`src/sv/point_to_depth_pixel_projection_top_assert.svh`:
```
// assertion macros for the projection block
`ifndef POINT_TO_DEPTH_PIXEL_PROJECTION_TOP_ASSERT_SVH
`define POINT_TO_DEPTH_PIXEL_PROJECTION_TOP_ASSERT_SVH

// a condition that must hold at every edge out of reset
`define PDP_ASSERT_ALWAYS(label, cond) \
    label: assert property (@(posedge clk) disable iff (!rst_n) (cond)) \
        else $error("assertion failed");

// an antecedent that must be followed in the next cycle by a consequent
`define PDP_ASSERT_NEXT(label, ante, cons) \
    label: assert property (@(posedge clk) disable iff (!rst_n) (ante) |=> (cons)) \
        else $error("assertion failed");

`endif

```
`src/sv/pdp_pkg.sv`:
```
// shared constants and types for the projection block
package pdp_pkg;

    localparam int CoordFracBits = 8;
    localparam int QuoBits = 44;       // rounded quotient magnitude bits, |q| <= 2^43 + 1
    localparam int NumBits = 48;       // |coord*focal| < 2^48
    localparam int DenBits = 37;       // 2*16*z < 2^37
    localparam int RemBits = DenBits + 1;
    localparam logic [12:0] MaxDim = 13'd4096;

    typedef enum logic [2:0] {
        REG_FOCAL_X     = 3'd0,
        REG_FOCAL_Y     = 3'd1,
        REG_CENTER_X    = 3'd2,
        REG_CENTER_Y    = 3'd3,
        REG_DEPTH_SCALE = 3'd4,
        REG_IMAGE_WIDTH = 3'd5,
        REG_IMAGE_HEIGHT = 3'd6
    } reg_idx_t;

    // one divider beat travelling down the cell row
    typedef struct packed {
        logic                valid;
        logic [RemBits-1:0]  rem_x;
        logic [RemBits-1:0]  rem_y;
        logic [NumBits:0]    dvd_x;   // 2*|num|+den/2, shifted out msb first
        logic [NumBits:0]    dvd_y;
        logic [QuoBits-1:0]  quo_x;
        logic [QuoBits-1:0]  quo_y;
        logic [DenBits-1:0]  den;     // 2*16*z
        logic                neg_x;
        logic                neg_y;
        logic                zpos;
        logic [15:0]         depth;
    } pdp_beat_t;

endpackage

```
`src/sv/pdp_div_cell.sv`:
```
// one restoring-division step for both axes, registered
module pdp_div_cell (
    input  logic                clk,
    input  logic                rst_n,
    input  logic                stall,
    input  pdp_pkg::pdp_beat_t  beat_in,
    output pdp_pkg::pdp_beat_t  beat_out
);
    import pdp_pkg::*;

    pdp_beat_t beat_reg;
    pdp_beat_t beat_next;
    logic [RemBits-1:0] shx;
    logic [RemBits-1:0] shy;
    logic [RemBits-1:0] dext;

    always_comb
    begin
        beat_next = beat_in;
        dext = {1'b0, beat_in.den};
        shx = {beat_in.rem_x[RemBits-2:0], beat_in.dvd_x[NumBits]};
        shy = {beat_in.rem_y[RemBits-2:0], beat_in.dvd_y[NumBits]};
        beat_next.dvd_x = {beat_in.dvd_x[NumBits-1:0], 1'b0};
        beat_next.dvd_y = {beat_in.dvd_y[NumBits-1:0], 1'b0};
        if (shx >= dext)
        begin
            beat_next.rem_x = shx - dext;
            beat_next.quo_x = {beat_in.quo_x[QuoBits-2:0], 1'b1};
        end
        else
        begin
            beat_next.rem_x = shx;
            beat_next.quo_x = {beat_in.quo_x[QuoBits-2:0], 1'b0};
        end
        if (shy >= dext)
        begin
            beat_next.rem_y = shy - dext;
            beat_next.quo_y = {beat_in.quo_y[QuoBits-2:0], 1'b1};
        end
        else
        begin
            beat_next.rem_y = shy;
            beat_next.quo_y = {beat_in.quo_y[QuoBits-2:0], 1'b0};
        end
    end

    always_ff @(posedge clk or negedge rst_n)
    begin
        if (!rst_n)
        begin
            beat_reg <= '0;
        end
        else if (!stall)
        begin
            beat_reg <= beat_next;
        end
    end

    assign beat_out = beat_reg;
endmodule

```
`config.mk`:
```
export PLATFORM = sky130hd
export DESIGN_NAME = pdp_div_cell
export DESIGN_NICKNAME = d
export VERILOG_FILES = /design/src/sv/point_to_depth_pixel_projection_top_assert.svh /design/src/sv/pdp_pkg.sv /design/src/sv/pdp_div_cell.sv
export SDC_FILE = /design/constraint.sdc
export NUM_CORES = 1
export LEC_CHECK = 0
export BUFFER_PORTS_ARGS = -buffer_cell sky130_fd_sc_hd__buf_2
export CORE_AREA = 2 2 247 249
export CTS_CLUSTER_SIZE = 25
export DETAILED_ROUTE_END_ITERATION = 12
export DIE_AREA = 0 0 249 251
export SYNTH_ARGS = -nofsm -noshare
export SYNTH_HDL_FRONTEND = slang
export SYNTH_SLANG_ARGS = --single-unit
```
`constraint.sdc`:
```
create_clock -name clk -period 1.3 [get_ports clk]
set_clock_uncertainty 0.15 [all_clocks]
set_input_delay 0.065 -clock clk [delete_from_list [all_inputs] [get_ports clk]]
set_output_delay 0.065 -clock clk [all_outputs]
set_load 0.05 [all_outputs]
```
# Yosys cells after proc, flatten, opt, wreduce, memory -nomap -nowiden
# Index checks and enable logic that the tools add are counted.
# totals
in_bits	322
ff_bits	317
word_cells	20
# op_classes
n_lt_le_gt_ge	2
add_sub_neg	2
mux	4
# op_table
cell	n
38-bit by 37-bit greater-or-equal comparator with 1-bit output	2
38-bit two-way mux	2
38-bit by 37-bit subtractor with 38-bit output	2
1-bit two-way mux	2

# Longest topological paths before layout
# Gate-level depths: netlist of the first run.
# logic_depth
word_depth	2
depth_mapped	16

# Worst setup path before layout of the first run
# Ideal clock, no wire load.
# synth_path
path_kind	input to register
start	input beat_in[241] (netlist bit)
end	register beat_reg, in the netlist beat_out[315]
path_stages	13
t_arrival_ns	2.563
t_required_ns	1.029
path_slack_ns	-1.534
path_buffers	0
setup_time_ns	0.121
cell_sequence	inv_1 ha_1 inv_1 fa_1 a21oi_1 and4b_1 o211ai_2 a31oi_1 o21ai_2 a31oi_1 or3_1 or3_1 and4bb_1
# synth_via
elab_chain_cells	2
elab_cells_between_ends	3
cone_classes	1 x add/sub; 1 x order compare; 1 x mux
# synth_rtl
element	line_no	text
start, declared	pdp_div_cell.sv:6	input pdp_pkg::pdp_beat_t beat_in,
38-bit by 37-bit subtractor with 38-bit output / 38-bit by 37-bit greater-or-equal comparator with 1-bit output (equally long branches)	pdp_div_cell.sv:27, pdp_div_cell.sv:25	
38-bit two-way mux *	pdp_div_cell.sv:25	if (shx >= dext)
end signal, assigned	pdp_div_cell.sv:55	beat_reg <= beat_next;
end, declared	pdp_div_cell.sv:11	pdp_beat_t beat_reg;
# Every way passes the cells marked *; elsewhere a longest branch is shown, timed or not.
# A chain may end at the register's enable or synchronous reset.

# Final worst setup path of the first run
# layout_path
start	input beat_in[241] (netlist bit)
end	register beat_reg, in the netlist beat_out[309]
# Same word-level chain as after synthesis.

==> impl_results.md, run 1 <==
* Status: complete, but fails checks
* Failing checks: negative hold slack, negative setup slack
* Number of flops mapped to enable cells by yosys at 0
* Reg2reg start: beat_out[156]
* Post-Syn Area at 16,600 um^2
* CP required at 1.58 ns
* Vias at 18,500
* CTS Buf Count at 38
* FFs w/ async S/R, synth at 100%
* DP Area at 24,100 um^2
* Pwr Density at 1220 nW/um^2
* Final Critical Period at 2.43 ns
* Max reg flops at 317
* Crit end category: register
* Register area at 7960 um^2
* Footprint of the multi-input gates at 9470 um^2
* All-Layer GR Usage at 24.7%
* Antenna violations before repair at 25
* FMAX at 411 MHz
* Syn. warnings at 0
* Post-route ant nets at 0
* Setup ws final at -1.13 ns
* Cell taking the most area after synthesis: dfrtp_1
* Chip width at 249 um
* Remaining design rule violation count at 0
* Worst-path fanout max at 6
* Total global routing overflow at 0
* Starting Density at 27.7%
* Rel. slew slack at 35.5%
* Worst Hold Margin at -0.237 ns
* Hold Path Class: input port to register
* WL final at 82,400 um
* Yosys top cell area share at 47.9%
* CTS tree: yes
* Final worst-path cycle share at 187%
* Post-synthesis cell count at 1,555
* Ports at 641
* Crit path launch: beat_in[241]
* Wirelength per Cell at 21.6 um
* Proportion of layout cells with a drive suffix above 1 at 56.6%
* Post-synthesis cell type count at 71
* Cell Rows at 90
* Worst-margin pin slew at 0.965 ns
* Peak supply drop at 1.04 mV
* Initial DRC Count at 1,020
* Pleak at 15.4 nW
* Setup TNS at -199.81 ns
* Crit Path Category: input port to register
* Avg Synthesized Cell Area at 10.7 um^2
* First-pass GRT wire length at 117,000 um
* Register area share after synthesis at 47.9%
* Die area at 62,500 um^2
* IO buf count at 634
* Area Growth Syn to Fin at 99.5%
* H-tree depth at 2
* Final cell area excluding filler cells at 33,100 um^2
* Avg Vias per Cell at 4.86
* Nets at 3,386
* Setup violations, final at 628
* Final RePlAce weighted congestion at 0.914
* Hpwl dp at 57,100 um
* Max-cap violation count at 0
* Vias in the first global route at 19,400
* Count of state elements after synthesis at 317
* CTS Buffer Depth at 3
* HP Start: beat_in[280]
* Drt first pass iters at 5
* Clock Pin Slew Worst Setup and Hold Paths at 0.06 ns
* Fill count at 4,729
* Synth top area cells: dfrtp_1 (48%), mux2_2 (15%), ha_1 (5.6%), nand2_1 (3.7%), a21oi_1 (2.9%)
* Root buffer cell: clkbuf_16
* Final Hold Vio Count at 7
* Worst EP arrival at 2.71 ns
* Post-synth top flop: dfrtp_1
* RSZ-0062 raised after global routing: true
* Core box area at 59,800 um^2
* Die Y at 251 um
* Final Max Tran Viols at 0
* Largest net degree at the start of global routing at 75
* Worst skew pair latency at 0.55 ns
* Clk sink count at 317
* Worst Setup Start Kind: input port
power breakdown:
group,internal (mW),switching (mW),total (mW)
combinational,7.78,9.50,17.3
clock,6.34,4.49,10.8
sequential,11.1,1.16,12.3
total,25.2,15.2,40.4
timing repair:
action | CTS | global route
endpoints found under the setup margin | 395 | 876
hold buffers | 309 | 10
gates cloned | 8 | 1
pin swaps | 68 | 51
endpoints found under the hold margin | 633 | 53
gates resized for setup | 773 | 151
setup buffers | 74 | 79
path summary, 6_finish.rpt:
kind	to	cells after the start	slack [ns]
max	beat_out[309]	16	-1.13
min	beat_out[281]	3	-0.24
max reg2reg	beat_out[156]	3	0.07
min reg2reg	beat_out[53]	2	0.36
max in group asynchronous	beat_out[299]	5	0.05
min in group asynchronous	beat_out[92]	3	0.01
cell usage after synthesis (8+ instances only):
cell type and n:
dfrtp_1 317, nand4_1 24, nor2_1 61, a21oi_1 97, a21o_1 33, nand2_1 165
or3_1 10, and2_1 8, inv_1 56, o21ai_0 90, mux2_2 222, a221o_1 10
xor2_1 27, ha_1 74, nand3_1 24, a2bb2oi_1 9, o21a_1 8, buf_1 8
clkbuf_1 69, mux2i_1 11, a211oi_1 12, and3_1 15, o21ai_1 24, nor2b_1 11
a31oi_1 27, xnor2_1 35, nor3_1 17
cells by family after synthesis:
| logic type | Yosys count | synth area share, % |
|---|---|---|
| xor+xnor | 62 | 3.28 |
| flops | 317 | 47.9 |
| compound gates | 362 | 13.6 |
| buf+inv | 148 | 3.72 |
| mux | 233 | 15.7 |
| other cells | 1 | 0.0226 |
| fa+ha+maj | 76 | 5.83 |
| simple gates | 356 | 9.96 |
metal layers:
| metal | up-vias | track usage [%] | part of all wire [%] | wire (um) |
|---|---|---|---|---|
| li1 | 8458 | - | - | - |
| met1 | 9069 | 30.8 | 40 | 33200 |
| met2 | 790 | 39.2 | 46 | 38100 |
| met3 | 225 | 7.38 | 8.4 | 6910 |
| met4 | 6 | 11.9 | 5.0 | 4150 |
| met5 | - | 0 | 0.042 | 35 |
worst max-delay path, cell delays in order:
cell      delay (ns)
buf_8           0.11
inv_12          0.04
ha_4            0.11
inv_2           0.04
fa_2            0.34
a21oi_2         0.15
and4b_1         0.23
o211ai_2        0.18
a31oi_2         0.14
o21ai_2         0.16
a31oi_1         0.12
buf_4           0.16
nor3_4          0.32
buf_12          0.19
nor2_4          0.05
a221o_1         0.30
through the flow:
step	utilization, %	power (mW)	setup slack [ns]	cells	hold WS (ns)
final	55.3	40.4	-1.13	3813	-0.237
after floorplan	-	20.1	-1.41	1556	-0.381
after global routing	55.3	41.8	-1.25	3811	-0.249
after detailed placement	40.2	25.0	-1.71	3258	-0.224
after global placement	40.2	24.8	-1.68	3258	-0.220
after CTS	53.1	39.3	-1.05	3712	-0.377
layout by cell type, fill, tap and decap left out, drive strengths merged, types with 8 or more instances in the layout:
cell | synthesis | final
a21o | 33 | 33
inv | 56 | 54
xor2 | 27 | 27
nand3 | 24 | 24
or3 | 10 | 10
and2 | 8 | 8
mux2 | 222 | 222
a211oi | 13 | 13
a21oi | 97 | 97
a31oi | 27 | 27
and3 | 15 | 15
nor2 | 61 | 61
a2bb2oi | 9 | 9
nor2b | 11 | 11
diode | 0 | 19
dlygate4sd3 | 0 | 316
a221o | 10 | 10
buf | 23 | 1165
o21a | 8 | 8
nor3 | 18 | 18
clkbuf | 69 | 56
dfrtp | 317 | 317
nand2 | 165 | 165
nand4 | 24 | 24
mux2i | 11 | 11
o21ai | 115 | 115
xnor2 | 35 | 35
ha | 74 | 74
area by class of cell:
cell class / instances / share of cell area (%)
diodes: 19 / 0.144
clock buffers: 55 / 3.47
clock inverters: 9 / 0.299
inverters: 56 / 0.794
multi-input cells: 1091 / 28.6
flip-flops and latches: 317 / 24.1
well taps: 782 / 2.96
repair buffers: 1484 / 39.6
Note: power is estimated with default switching activity, not from simulation.
==> inputs of run 2 (changes only) <==
--- a/config.mk
+++ b/config.mk
@@ -6,10 +6,11 @@
 export NUM_CORES = 1
 export LEC_CHECK = 0
 export BUFFER_PORTS_ARGS = -buffer_cell sky130_fd_sc_hd__buf_2
-export CORE_AREA = 2 2 247 249
+export CORE_AREA = 2 2 248 250
 export CTS_CLUSTER_SIZE = 25
 export DETAILED_ROUTE_END_ITERATION = 12
-export DIE_AREA = 0 0 249 251
+export DIE_AREA = 0 0 250 252
+export PLACE_DENSITY = 0.48
 export SYNTH_ARGS = -nofsm -noshare
 export SYNTH_HDL_FRONTEND = slang
 export SYNTH_SLANG_ARGS = --single-unit
==> run 2 against run 1 <==
  * Fmax is 2.2% higher
  * Register-to-register slack hardly changed
  * The flow still finishes with violations (negative hold slack, negative setup slack)
  * Via count is 4.6% lower
  * First-iteration DRC count is 13% higher
==> impl_results.md, run 2 (synthesis results as in run 1) <==
* CTS Buffer Depth at 3 (unchanged)
* Final worst-path cycle share at 183% (was 187%)
* Crit Path Category: input port to register (unchanged)
* Hold depth at 3 (unchanged)
* CP required at 1.65 ns (was 1.58 ns)
* Vias in the first global route at 18,800 (was 19,400)
* Final Hold Vio Count at 31 (was 7)
* CTS tree: yes (unchanged)
* Total global routing overflow at 0 (unchanged)
* Status: complete, but fails checks (unchanged)
* Hold Path Class: input port to register (unchanged)
* Largest net degree at the start of global routing at 58 (was 75)
* Final RePlAce weighted congestion at 0.891 (was 0.914)
* First-pass GRT wire length at 112,000 um (was 117,000 um)
* Initial DRC Count at 1,155 (was 1,020)
* Crit end category: register (unchanged)
* Worst Setup Start Kind: input port (unchanged)
* Footprint of the multi-input gates at 9180 um^2 (was 9470 um^2)
* Pleak at 15.1 nW (was 15.4 nW)
* Internal Power at 25.4 mW (was 25.2 mW)
* Final design utilization at 53.6% (was 55.3%)
* Failing checks: negative hold slack, negative setup slack (unchanged)
* Sw Share at 36.9% (was 37.5%)
* Chip width at 250 um (was 249 um)
* Wirelength per Cell at 20.6 um (was 21.6 um)
* Setup violations, final at 402 (was 628)
* Final Max Tran Viols at 0 (unchanged)
* Worst EP arrival at 2.74 ns (was 2.71 ns)
* Met3 GRT Util at 5.79% (was 7.38%)
* Worst skew pair latency at 0.57 ns (was 0.55 ns)
* Post-route ant nets at 0 (unchanged)
* Cell Rows at 90 (unchanged)
* Clock Pin Slew Worst Setup and Hold Paths at 0.06 ns (about the same)
* Worst Hold Margin at -0.364 ns (was -0.237 ns)
* RSZ-0062 raised after global routing: true (unchanged)
* Peak supply drop at 0.991 mV (was 1.04 mV)
* Met1 Use GR at 30.3% (was 30.8%)
* H-tree depth at 2 (unchanged)
* Overall power at 40.3 mW (was 40.4 mW)
* Comb pwr share at 41.3% (was 42.8%)
* Clk pwr share at 28.6% (was 26.8%)
* WL final at 77,300 um (was 82,400 um)
* IO buf count at 634 (unchanged)
* Setup TNS at -88.13 ns (was -199.81 ns)
* Ports at 641 (unchanged)
* Share of power burned in registers at 30.1% (was 30.4%)
* Reg2reg path depth at 3 (unchanged)
* Die Y at 252 um (was 251 um)
* Fill count at 5,210 (was 4,729)
* Max reg flops at 317 (unchanged)
* Clk sink count at 317 (unchanged)
* Pre-CTS setup slack at -1.75 ns (was -1.71 ns)
* Core box area at 60,100 um^2 (was 59,800 um^2)
* Proportion of layout cells with a drive suffix above 1 at 53.8% (was 56.6%)
* Root buffer cell: clkbuf_16 (unchanged)
* Most common cell after layout, fill and taps aside: buf_4 (unchanged)
* Area Growth Syn to Fin at 94.4% (was 99.5%)
* Switching power at 14.9 mW (was 15.2 mW)
* Remaining design rule violation count at 0 (unchanged)
* Antenna violations before repair at 13 (was 25)
* Commonest cells after routing, fill and taps aside: buf_4 (433), buf_6 (337), dfrtp_1 (315), dlygate4sd3_1 (314), buf_2 (309) (was buf_4 (466), buf_6 (343), dlygate4sd3_1 (316), buf_2 (304), dfrtp_1 (298))
* Pwr Density at 1250 nW/um^2 (was 1220 nW/um^2)
* Hpwl dp at 57,300 um (was 57,100 um)
* Setup ws final at -1.08 ns (was -1.13 ns)
* CTS Buf Count at 40 (was 38)
* FMAX at 420 MHz (was 411 MHz)
* Drt first pass iters at 5 (unchanged)
* Worst-path fanout max at 8 (was 6)
* Vias at 17,700 (was 18,500)
* GRT Max-Usage Layer: met2 (unchanged)
* Nets at 3,335 (was 3,386)
* Met2 Use GR at 37.2% (was 39.2%)
* Final Critical Period at 2.38 ns (was 2.43 ns)
* Register area at 7940 um^2 (was 7960 um^2)
* Die area at 63,000 um^2 (was 62,500 um^2)
* All-Layer GR Usage at 23.3% (was 24.7%)
* Max-cap violation count at 0 (unchanged)
* Avg Vias per Cell at 4.71 (was 4.86)
* Starting Density at 27.6% (was 27.7%)
run 2: power groups by stage:
stage | Combinational, mW | Clock [mW] | Sequential [mW]
CTS | 15.8 | 11.8 | 12.1
finish | 16.6 | 11.5 | 12.1
detailed placement | 12.9 | 0 | 12.0
global placement | 12.8 | 0 | 11.9
global route | 17.5 | 12.2 | 12.3
floorplan | 3.84 | 0 | 16.2
run 2: final cells by class:
| cell class | instances | area share [%] |
|---|---|---|
| Timing Repair Buffer | 1431 | 38.7 |
| Multi-Input combinational cell | 1091 | 28.5 |
| Clock buffer | 58 | 3.50 |
| Antenna cell | 10 | 0.0777 |
| Tap cell | 782 | 3.04 |
| Inverter | 56 | 0.827 |
| Clock inverter | 13 | 0.722 |
| Sequential cell | 317 | 24.6 |
run 2: metal layers:
metal	up-vias	part of all wire (%)
met3	151	7.1
met1	8584	43
li1	8353	-
met5	-	0.021
met4	2	3.8
met2	606	46
run 2: repair_timing:
action,in CTS,in global routing
pin swaps,45,39
cloned,3,4
setup endpoints to repair,395,411
buffers inserted,59,59
hold buffers,306,8
hold endpoints to repair,633,34
resized for setup,724,126
run 2: critical path: stages:
cell and delay [ns]:
buf_8 0.11, inv_12 0.04, ha_4 0.12, inv_2 0.03, fa_2 0.34, a21oi_2 0.14
and4b_1 0.23, o211ai_2 0.17, a31oi_2 0.14, o21ai_2 0.16, a31oi_1 0.13, buf_4 0.16
nor3_4 0.30, buf_4 0.19, buf_6 0.13, and3_1 0.17, a221o_1 0.10
run 2: path summary, 6_finish.rpt:
path / from / end / slack [ns]
max: beat_in[241] / beat_out[309] / -1.08
max in group asynchronous: rst_n / beat_out[7] / 0.46
min: beat_in[287] / beat_out[288] / -0.36
max reg2reg: beat_out[312] / beat_out[312] / 0.06
min in group asynchronous: rst_n / beat_out[296] / -0.13
min reg2reg: beat_out[21] / beat_out[21] / 0.36
run 2: metrics by stage:
| step | std cells | instance area (um^2) |
|---|---|---|
| after floorplan | 1556 | 17200 |
| after global placement | 3240 | 23800 |
| after detailed placement | 3240 | 23800 |
| after CTS | 3678 | 31100 |
| after global routing | 3755 | 32200 |
| final | 3758 | 32200 |
